[src/sv/pdt_pkg.sv]
package pdt_pkg;

  localparam int unsigned FRAC_BITS = 16;
  localparam int unsigned DATA_W    = 32;
  localparam int unsigned REG_W     = 31;
  localparam int unsigned CFG_IDX_W = 3;

  localparam logic [CFG_IDX_W-1:0] REG_KP_GAIN       = 3'd0;
  localparam logic [CFG_IDX_W-1:0] REG_KD_GAIN       = 3'd1;
  localparam logic [CFG_IDX_W-1:0] REG_BODY_MASS     = 3'd2;
  localparam logic [CFG_IDX_W-1:0] REG_GRAVITY_ACCEL = 3'd3;
  localparam logic [CFG_IDX_W-1:0] REG_STEP_TIME     = 3'd4;

  typedef struct packed {
    logic [REG_W-1:0] kp;
    logic [REG_W-1:0] kd;
    logic [REG_W-1:0] mass;
    logic [REG_W-1:0] step;
  } cfg_t;

  typedef struct packed {
    logic              start;
    logic              neg;
    logic [DATA_W:0]   mag;
    logic [DATA_W-1:0] den;
  } div_req_t;

  function automatic logic signed [DATA_W-1:0] sat_s34(input logic signed [DATA_W+1:0] v);
    logic signed [DATA_W-1:0] r;
    if (v > 34'sd2147483647) begin
      r = 32'sh7FFF_FFFF;
    end else if (v < -34'sd2147483648) begin
      r = 32'sh8000_0000;
    end else begin
      r = v[DATA_W-1:0];
    end
    return r;
  endfunction

endpackage

[src/sv/pdt_div.sv]
module pdt_div #(
  parameter int unsigned FracBits = pdt_pkg::FRAC_BITS
) (
  input  logic                     clk_i,
  input  logic                     rst_ni,
  input  pdt_pkg::div_req_t        req_i,
  output logic                     done_o,
  output logic signed [31:0]       res_o
);

  localparam int unsigned NumW = 33 + FracBits;

  localparam logic [1:0] D_IDLE = 2'd0;
  localparam logic [1:0] D_RUN  = 2'd1;
  localparam logic [1:0] D_FIN  = 2'd2;

  logic [1:0]        st_q, st_d;
  logic              done_q;
  logic [4:0]        cnt_q;
  logic [31:0]       rem_q, low_q, quo_q, den_q;
  logic              neg_q;
  logic signed [31:0] res_q;

  logic [NumW-1:0]   num;
  logic              over;
  logic [32:0]       trial;
  logic              ge;
  logic [32:0]       diff;
  logic signed [31:0] sat_res;

  assign num   = {req_i.mag, {FracBits{1'b0}}};
  assign over  = {{(64-NumW){1'b0}}, num} >= {req_i.den, 32'd0};
  assign trial = {rem_q, low_q[31]};
  assign ge    = trial >= {1'b0, den_q};
  assign diff  = trial - {1'b0, den_q};

  always_comb begin
    if (neg_q) begin
      sat_res = (quo_q > 32'h8000_0000) ? 32'sh8000_0000 : $signed(32'd0 - quo_q);
    end else begin
      sat_res = quo_q[31] ? 32'sh7FFF_FFFF : $signed(quo_q);
    end
  end

  always_comb begin
    st_d = st_q;
    unique case (st_q)
      D_IDLE: begin
        if (req_i.start) begin
          st_d = ((req_i.den == 32'd0) || over) ? D_FIN : D_RUN;
        end
      end
      D_RUN: begin
        if (cnt_q == 5'd31) begin
          st_d = D_FIN;
        end
      end
      D_FIN:   st_d = D_IDLE;
      default: st_d = D_IDLE;
    endcase
  end

  always_ff @(posedge clk_i or negedge rst_ni) begin
    if (!rst_ni) begin
      st_q   <= D_IDLE;
      done_q <= 1'b0;
      cnt_q  <= 5'd0;
    end else begin
      st_q   <= st_d;
      done_q <= (st_q == D_FIN);
      if (st_q == D_RUN) begin
        cnt_q <= cnt_q + 5'd1;
      end else begin
        cnt_q <= 5'd0;
      end
    end
  end

  always_ff @(posedge clk_i) begin
    if (st_q == D_IDLE && req_i.start) begin
      neg_q <= req_i.neg;
      den_q <= req_i.den;
      rem_q <= {{(31-FracBits){1'b0}}, num[NumW-1:32]};
      low_q <= num[31:0];
      if (req_i.den == 32'd0) begin
        quo_q <= 32'd0;
      end else if (over) begin
        quo_q <= 32'hFFFF_FFFF;
      end else begin
        quo_q <= 32'd0;
      end
    end else if (st_q == D_RUN) begin
      rem_q <= ge ? diff[31:0] : trial[31:0];
      low_q <= {low_q[30:0], 1'b0};
      quo_q <= {quo_q[30:0], ge};
    end
    if (st_q == D_FIN) begin
      res_q <= sat_res;
    end
  end

  assign done_o = done_q;
  assign res_o  = res_q;

endmodule

[src/sv/pdt_lane.sv]
module pdt_lane #(
  parameter int unsigned FracBits = pdt_pkg::FRAC_BITS
) (
  input  logic                clk_i,
  input  logic                rst_ni,
  input  logic                start_i,
  input  logic signed [31:0]  err_i,
  input  logic [31:0]         den_i,
  input  pdt_pkg::cfg_t       cfg_i,
  input  logic [30:0]         grav_i,
  output logic                done_o,
  output logic signed [31:0]  force_o,
  output logic signed [31:0]  pos_o
);

  localparam logic [3:0] S_IDLE = 4'd0;
  localparam logic [3:0] S_VEL  = 4'd1;
  localparam logic [3:0] S_M1   = 4'd2;
  localparam logic [3:0] S_M2   = 4'd3;
  localparam logic [3:0] S_M3   = 4'd4;
  localparam logic [3:0] S_M4   = 4'd5;
  localparam logic [3:0] S_U    = 4'd6;
  localparam logic [3:0] S_ACC  = 4'd7;
  localparam logic [3:0] S_M5   = 4'd8;
  localparam logic [3:0] S_M6   = 4'd9;
  localparam logic [3:0] S_M7   = 4'd10;
  localparam logic [3:0] S_M8   = 4'd11;

  logic [3:0]         st_q, st_d;
  logic               done_q;
  logic signed [31:0] prev_q, vel_q, pos_q;
  logic signed [31:0] e_q, v_q, u_q, a_q;
  logic signed [33:0] acc_q;
  logic [63:0]        prod_q;
  logic               pneg_q;

  pdt_pkg::div_req_t  div_req;
  logic               div_done;
  logic signed [31:0] div_res;
  logic signed [32:0] div_val;

  logic signed [31:0] mul_a;
  logic [31:0]        mul_b;
  logic [31:0]        mul_mag;
  logic [63:0]        prod_sh;
  logic signed [31:0] fin;
  logic signed [33:0] fin_x;

  always_comb begin
    if (st_q == S_IDLE) begin
      div_val = {err_i[31], err_i} - {prev_q[31], prev_q};
      div_req.den = den_i;
    end else begin
      div_val = {u_q[31], u_q};
      div_req.den = {1'b0, cfg_i.mass};
    end
    div_req.start = (st_q == S_IDLE && start_i) || (st_q == S_U);
    div_req.neg   = div_val[32];
    div_req.mag   = div_val[32] ? 33'(-div_val) : 33'(div_val);
  end

  pdt_div #(.FracBits(FracBits)) u_div (
    .clk_i  (clk_i),
    .rst_ni (rst_ni),
    .req_i  (div_req),
    .done_o (div_done),
    .res_o  (div_res)
  );

  always_comb begin
    case (st_q)
      S_M1: begin
        mul_a = e_q;
        mul_b = {1'b0, cfg_i.kp};
      end
      S_M2: begin
        mul_a = v_q;
        mul_b = {1'b0, cfg_i.kd};
      end
      S_M3: begin
        mul_a = $signed({1'b0, cfg_i.mass});
        mul_b = {1'b0, grav_i};
      end
      S_M5: begin
        mul_a = a_q;
        mul_b = {1'b0, cfg_i.step};
      end
      S_M7: begin
        mul_a = vel_q;
        mul_b = {1'b0, cfg_i.step};
      end
      default: begin
        mul_a = '0;
        mul_b = '0;
      end
    endcase
  end

  assign mul_mag = mul_a[31] ? 32'(-mul_a) : 32'(mul_a);
  assign prod_sh = prod_q >> FracBits;

  always_comb begin
    if (pneg_q) begin
      fin = (prod_sh > 64'h8000_0000) ? 32'sh8000_0000 : $signed(32'd0 - prod_sh[31:0]);
    end else begin
      fin = (prod_sh > 64'h7FFF_FFFF) ? 32'sh7FFF_FFFF : $signed(prod_sh[31:0]);
    end
  end

  assign fin_x = {{2{fin[31]}}, fin};

  always_comb begin
    st_d = st_q;
    unique case (st_q)
      S_IDLE:  if (start_i) st_d = S_VEL;
      S_VEL:   if (div_done) st_d = S_M1;
      S_M1:    st_d = S_M2;
      S_M2:    st_d = S_M3;
      S_M3:    st_d = S_M4;
      S_M4:    st_d = S_U;
      S_U:     st_d = S_ACC;
      S_ACC:   if (div_done) st_d = S_M5;
      S_M5:    st_d = S_M6;
      S_M6:    st_d = S_M7;
      S_M7:    st_d = S_M8;
      S_M8:    st_d = S_IDLE;
      default: st_d = S_IDLE;
    endcase
  end

  always_ff @(posedge clk_i or negedge rst_ni) begin
    if (!rst_ni) begin
      st_q   <= S_IDLE;
      done_q <= 1'b0;
      prev_q <= '0;
      vel_q  <= '0;
      pos_q  <= '0;
    end else begin
      st_q   <= st_d;
      done_q <= (st_q == S_M8);
      if (st_q == S_IDLE && start_i) begin
        prev_q <= err_i;
      end
      if (st_q == S_M6) begin
        vel_q <= pdt_pkg::sat_s34({{2{vel_q[31]}}, vel_q} + fin_x);
      end
      if (st_q == S_M8) begin
        pos_q <= pdt_pkg::sat_s34({{2{pos_q[31]}}, pos_q} + fin_x);
      end
    end
  end

  always_ff @(posedge clk_i) begin
    prod_q <= 64'(mul_mag) * 64'(mul_b);
    pneg_q <= mul_a[31];
    if (st_q == S_IDLE && start_i) begin
      e_q <= err_i;
    end
    if (st_q == S_VEL && div_done) begin
      v_q <= div_res;
    end
    if (st_q == S_M2) begin
      acc_q <= -fin_x;
    end
    if (st_q == S_M3) begin
      acc_q <= acc_q - fin_x;
    end
    if (st_q == S_M4) begin
      u_q <= pdt_pkg::sat_s34(acc_q + fin_x);
    end
    if (st_q == S_ACC && div_done) begin
      a_q <= pdt_pkg::sat_s34({{2{div_res[31]}}, div_res} - {3'b000, grav_i});
    end
  end

  assign done_o  = done_q;
  assign force_o = u_q;
  assign pos_o   = pos_q;

endmodule

[config.mk]
export PLATFORM = sky130hd
export DESIGN_NAME = pdt_lane
export DESIGN_NICKNAME = d
export VERILOG_FILES = /design/src/sv/pdt_pkg.sv /design/src/sv/pdt_div.sv /design/src/sv/pdt_lane.sv
export SDC_FILE = /design/constraint.sdc
export NUM_CORES = 2
export LEC_CHECK = 0
export BUFFER_PORTS_ARGS = -buffer_cell sky130_fd_sc_hd__clkbuf_2
export CORE_UTILIZATION = 23
export CTS_CLUSTER_DIAMETER = 100
export DETAILED_ROUTE_END_ITERATION = 6
export PLACE_DENSITY = 0.37
export SETUP_SLACK_MARGIN = 0.4
export SYNTH_ARGS = -nofsm -noshare
export SYNTH_HDL_FRONTEND = slang
export SYNTH_HIERARCHICAL = 1
export SYNTH_SLANG_ARGS = --single-unit
[constraint.sdc]
create_clock -name clk_i -period 15.17 [get_ports clk_i]
set_input_delay 3.034 -clock clk_i [delete_from_list [all_inputs] [get_ports clk_i]]
set_output_delay 3.034 -clock clk_i [all_outputs]
set_load 0.005 [all_outputs]
Word-level counts from Yosys, hierarchy flattened

Cells that the tools add are included.

Memory bits (writable): 0
Memories: 0
Input port bits: 222
Register bits after elaboration: 481
Word-level logic and storage cells: 120
Memory bits (read-only): 0
Latch bits: 0

Add/subtract/negate cells: 13
Magnitude comparators: 13
Reduce and logical (&&, ||, !) cells: 14
$mul: 1
Bitwise logic cells: 0
Muxes and demuxes: 38
Divide/modulo/power cells: 0
Shifts and indexed selects: 0
Equality and inequality tests: 19

Operator list:

| operator              | number |
|---|---|
| $mux 32               | 20 |
| $pmux 32 s5           | 1 |
| $pmux 31 s4           | 1 |
| $gt 33x32->1 const B  | 3 |
| $lt 33x32->1 const B  | 3 |
| $mux 34               | 2 |
| $add 32x32->33        | 2 |
| $mux 33               | 2 |
| $sub 32x32->33        | 2 |
| $ge 49x64->1          | 1 |
| $mul 32x32->64        | 1 |
| $sub 1x32->32 const A | 2 |
| $gt 48x31->1 const B  | 1 |
| $gt 48x32->1 const B  | 1 |
| $pmux 4 s11           | 1 |
| $add 34x32->34        | 1 |
| $gt 34x32->1 const B  | 1 |
| $lt 34x32->1 const B  | 1 |
| $mux 17               | 2 |
| $neg 32->34           | 1 |
| $sub 34x32->34        | 1 |
| $ge 33x32->1          | 1 |
| $neg 33->33           | 1 |
| $gt 32x32->1 const B  | 1 |
| other kinds (26)      | 45 |

Longest topological paths before layout

Word-level depth: 9
Depth in mapped cells: 44
Depth with buffers taken out: 39

Modules after synthesis

The synthesis kept the hierarchy.

Modules (own cells, without submodules):

| module   | cells each | area each (um^2) | times used |
|---|---|---|---|
| pdt_lane | 6879       | 57859.2          | 1 |
| pdt_div  | 949        | 9049.9           | 1 |

Least setup slack after synthesis

No wires, ideal clock.

Path type: input-to-reg
Start: input port cfg_i[31] (netlist name)
End: register prod_q[63]
Arrival: 12.822 ns
Data required time: 15.049 ns
Path slack: 2.228 ns
Buffers on the path: 3
Stages on the path: 40
Setup time: 0.121 ns
Cell sequence: nand3b_1 a21oi_1 a211o_1 buf_2 inv_2 clkbuf_1 ha_1 nand2_1 or3_1 nor3_1 and2_1 nand2_1 o21ai_1 xnor2_1 clkbuf_1 nand2_1 fa_1 inv_1 (+4 left out) inv_1 fa_1 fa_1 fa_1 inv_1 fa_1 inv_1 ha_1 nand4_1 or3_1 or4_1 nor3_1 a211o_1 nand2_1 o21ai_0 o31a_1 a21oi_1 xnor2_1

Word-level cells in the longest chain between the ends: 4

RTL lines:

| what                 | RTL line        | RTL |
|---|---|---|
| start, declared      | pdt_lane.sv:9   | `input pdt_pkg::cfg_t cfg_i,` |
| $pmux 32 s5 *        | pdt_lane.sv:71  | `case (st_q)` |
| $neg 32->32          | pdt_lane.sv:99  | `assign mul_mag = mul_a[31] ? 32'(-mul_a) : 32'(mul_a);` |
| $mux 32 *            | pdt_lane.sv:99  |  |
| $mul 32x32->64 *     | pdt_lane.sv:154 | `prod_q <= 64'(mul_mag) * 64'(mul_b);` |
| end signal, assigned | pdt_lane.sv:154 |  |
| end, declared        | pdt_lane.sv:34  | `logic [63:0] prod_q;` |

Mark *: on every way between the ends. The rest lies on a longest branch, timed or not.
A chain may end at the register's enable or synchronous reset.

Final worst setup path

Start: input port cfg_i[32] (netlist name)
End: register prod_q[41]

The elaborated chain is that of the path after synthesis.

==> flow_summary.yaml <==
run_status:
  run_status: "completed"
timing:
  rel_slew_slack: 0.141
  setup-tns-final_ns: 0
  report.final.slew_viol_count: 0
  timing.final.hold_violations: 0
  timing.final.crit_period_ns: 14.20
  setup_repair_after_global_routing_missed_its_margin: "false"
  fmax_mhz: 70.4
  whs_ns: 0.470
  setup_viol: 0
  fin_worst_skew_ns: 0.0541
  finalCritPeriodShare: 0.936
  worst_slew_pin_slew_ns: 1.29
global_route:
  largest_net_degree_at_the_start_of_global_routing: 95
  via_count_of_the_first_global_routing_pass: 59300
  wire_length_of_the_first_global_routing_pass_um: 435000
  grt.total_usage: 0.204
  global_route.overflow_total: 0
  grt_antenna_before_repair: 27
logic_synthesis:
  synth_edf_count: 292
  synth_warnings: 6
  netlist.top_cell.by_area: "sky130_fd_sc_hd__fa_1"
  synthesis.instances: 7828
  yosys_register_bits: 465
  synth_seq_area_share: 0.191
  yosys.cell_types.count: 112
  post_synth.cell_area_avg_sq_um: 8.55
  async_flop_share: 0.234
  synth_flop_cell: "sky130_fd_sc_hd__edfxtp_1"
  yosysMostFrequentCell: "sky130_fd_sc_hd__nand2_1"
  synth_fp_nets: 9433
  synth_area_sq_um: 66900
  synth_top_cells_by_area: "sky130_fd_sc_hd__fa_1, sky130_fd_sc_hd__edfxtp_1, sky130_fd_sc_hd__ha_1"
  synth.top_cells.by_count: "sky130_fd_sc_hd__nand2_1, sky130_fd_sc_hd__inv_1, sky130_fd_sc_hd__fa_1"
  synth.top_cell.area_share: 0.261
routing:
  wl_per_cell_um: 25.1
  routed_wl_um: 301000
  drt_antenna_net_count: 0
  drc_errors: 0
  detailedRoute.firstPassIterationCount: 6
  dr.first_iter.drc_count: 4492
  via_count: 57600
  wl_met1_um: 140000
  drt-vias-per-instance: 4.81
  highest-signal-layer: "met5"
  met2WireLength_um: 135000
  met3_length_um: 15800
cts:
  clk_pin_slew_ns: 0.06
  hold_buffers: 0
  cts_tree: "built"
  insertion_delay_ns: 0.67
  cts-resized-gates: 0
  cts.htree.levels: 3
  clock_path_buffers: 3
  post_cts_buffers: 0
  cts_sinks: 465
  root_buffer: "sky130_fd_sc_hd__clkbuf_16"
  cts_made_buffers: 68
power:
  leakagePower_nw: 34.7
  power-per-cell-area_nw_per_um2: 41.7
  highest_ir_drop_seen_on_vdd_mv: 0.0606
setup_path:
  critical_path_max_stage_delay_ns: 0.93
  endpoint_kind: "flop"
  wp_data_required_ns: 15.69
  critPathArrivalTime_ns: 14.72
  worst_path_max_delay_cell: "sky130_fd_sc_hd__xnor2_2"
  crit_buf_inv: 6
  setup.worst_path.class: "input pin to flop"
  crit_top_cell: "sky130_fd_sc_hd__fa_1"
  critical_path_peak_fanout: 12
  path_delay_family: "adder cells"
  critPathLaunchType: "input pin"
floorplanning:
  die_area_sq_um: 293000
  boundaryPins: 287
  rows: 197
  dieWidth_um: 541
  floorplan.core_area_sq_um: 289000
  initial_standard_cell_utilization_of_the_core: 0.232
  floorplan.die.height_um: 541
layout:
  nets: 9625
  area.growth.synth_to_final_pct: 13.6
  final_cells: 12000
  fillers: 31400
  post_route_cells_drive_above_1_share: 0.0912
  layout.cell_area.non_filler_sq_um: 76000
placement:
  numPlacedInstances: 11800
  hpwl_um: 242000
  io_buffer_count: 286
  gp_congestion: 0.923
  placedInstanceArea_sq_um: 73700
flow_run:
  maxCapViolations: 0
hold_path:
  worstHoldPathType: "flop to flop"
==> power breakdown <==
part           internal (mW)  switching, mW  leakage [nW]  total (mW)
clock network           1.02          0.680          1.11        1.70
registers               1.34              0          4.41        1.34
logic                 0.0459         0.0882          29.1       0.134
==> cells in the final DEF (no fill, tap or decap), types with 18 or more instances in the layout <==
master	synthesis	layout
sky130_fd_sc_hd__dfxtp_1	64	63
sky130_fd_sc_hd__or2_2	26	26
sky130_fd_sc_hd__or3_1	32	32
sky130_fd_sc_hd__edfxtp_1	292	292
sky130_fd_sc_hd__nor2b_1	43	42
sky130_fd_sc_hd__fa_1	873	873
sky130_fd_sc_hd__nand3_1	82	82
sky130_fd_sc_hd__and4_1	33	22
sky130_fd_sc_hd__xnor2_2	1	18
sky130_fd_sc_hd__buf_4	2	190
sky130_fd_sc_hd__xor2_1	126	109
sky130_fd_sc_hd__a211o_1	18	18
sky130_fd_sc_hd__inv_1	1130	1128
sky130_fd_sc_hd__a21oi_1	435	433
sky130_fd_sc_hd__a211oi_1	53	51
sky130_fd_sc_hd__nor3_1	90	86
sky130_fd_sc_hd__dfrtp_1	109	107
sky130_fd_sc_hd__a22oi_1	38	38
sky130_fd_sc_hd__nand4_1	73	73
sky130_fd_sc_hd__o211ai_1	22	22
sky130_fd_sc_hd__a31oi_1	59	59
sky130_fd_sc_hd__o31ai_1	40	39
sky130_fd_sc_hd__mux2i_1	26	26
sky130_fd_sc_hd__nor2_1	792	788
sky130_fd_sc_hd__nand2_1	1158	1155
sky130_fd_sc_hd__o21ai_0	342	341
sky130_fd_sc_hd__nand2b_1	54	53
sky130_fd_sc_hd__a21o_1	160	160
sky130_fd_sc_hd__xnor2_1	233	214
sky130_fd_sc_hd__clkbuf_2	1	285
sky130_fd_sc_hd__o21a_1	33	33
sky130_fd_sc_hd__and3_1	34	33
sky130_fd_sc_hd__clkbuf_1	307	18
sky130_fd_sc_hd__ha_1	510	510
sky130_fd_sc_hd__and2_1	48	47
sky130_fd_sc_hd__nand3b_1	38	38
sky130_fd_sc_hd__o21bai_1	49	49
sky130_fd_sc_hd__clkbuf_16	0	68
sky130_fd_sc_hd__nor4_1	51	51
==> layout make-up <==
cell class / instances / area, sq um / area share
multi-input combinational: 5875 / 48900 / 0.644
clock inverter: 35 / 517 / 0.00680
antenna: 6 / 15.0 / 0.000198
sequential: 465 / 12800 / 0.168
tap: 3880 / 4850 / 0.0639
inverter: 1134 / 4260 / 0.0560
clock buffer: 88 / 1800 / 0.0236
timing repair buffer: 476 / 2870 / 0.0378
==> path summary, 6_finish.rpt <==
path	from	to	slack, ns	depth (start not counted)
worst max-delay path	cfg_i[32]	prod_q[41]$_DFF_P_	0.97	36
worst min-delay path	u_div/res_o[3]$_DFFE_PP_	v_q[3]$_DFFE_PP_	0.47	0
worst max register to register	st_q[2]$_DFFE_PN0P_	prod_q[41]$_DFF_P_	2.02	37
worst min register to register	u_div/res_o[3]$_DFFE_PP_	v_q[3]$_DFFE_PP_	0.47	0
max in group asynchronous	rst_ni	st_q[0]$_DFFE_PN0P_	11.24	2
min in group asynchronous	rst_ni	pos_o[30]$_DFFE_PN0P_	2.48	1
==> worst register-to-register path: cells and delay by family, from the launching register on <==
family / cells / cell delay (ns)
DFF: 1 / 0.84
buffers and inverters: 8 / 1.55
adders and majority gates: 9 / 4.61
and+or+nand+nor: 10 / 2.87
xor gates and xnor gates: 2 / 1.08
AOI/OAI and AO/OA: 8 / 2.07
==> routing by layer <==
layer,track usage,vias to the layer above
met2,0.323,1682
li1,-,26200
met1,0.288,29400
met4,0.0592,6
met3,0.0274,307
met5,0,-
==> per-stage QoR <==
step	worst slack (ns)	util	power [mW]
after global routing	0.804	0.263	3.27
final	0.967	0.263	3.17
after detailed placement	0.650	0.255	1.50
after CTS	1.32	0.263	3.22
after floorplan	2.23	-	1.41
after global placement	0.226	0.255	1.50
==> kinds of logic after synthesis <==
group                    after synthesis  synth area share
AND/OR/NAND/NOR                     2631             0.175
multiplexers                          31           0.00473
XOR/XNOR                             361            0.0475
adder cells (fa/ha/maj)             1399             0.359
AO/OA/AOI/OAI                       1453             0.138
buffers and inverters               1488            0.0846
flip-flops                           465             0.191
==> registers in the layout (all words and copies together) (netlist names), 4 cells and up <==
| register | flops |
|---|---|
| u_div/rem_q | 32 |
| acc_q | 34 |
| pos_o | 32 |
| v_q | 32 |
| u_div/cnt_q | 5 |
| force_o | 32 |
| u_div/quo_q | 32 |
| e_q | 32 |
| prod_q | 48 |
| u_div/den_q | 32 |
| u_div/low_q | 16 |
| a_q | 32 |
| prev_q | 32 |
| st_q | 4 |
| vel_q | 32 |
| u_div/res_o | 32 |
(Power assumes the default switching activity.)
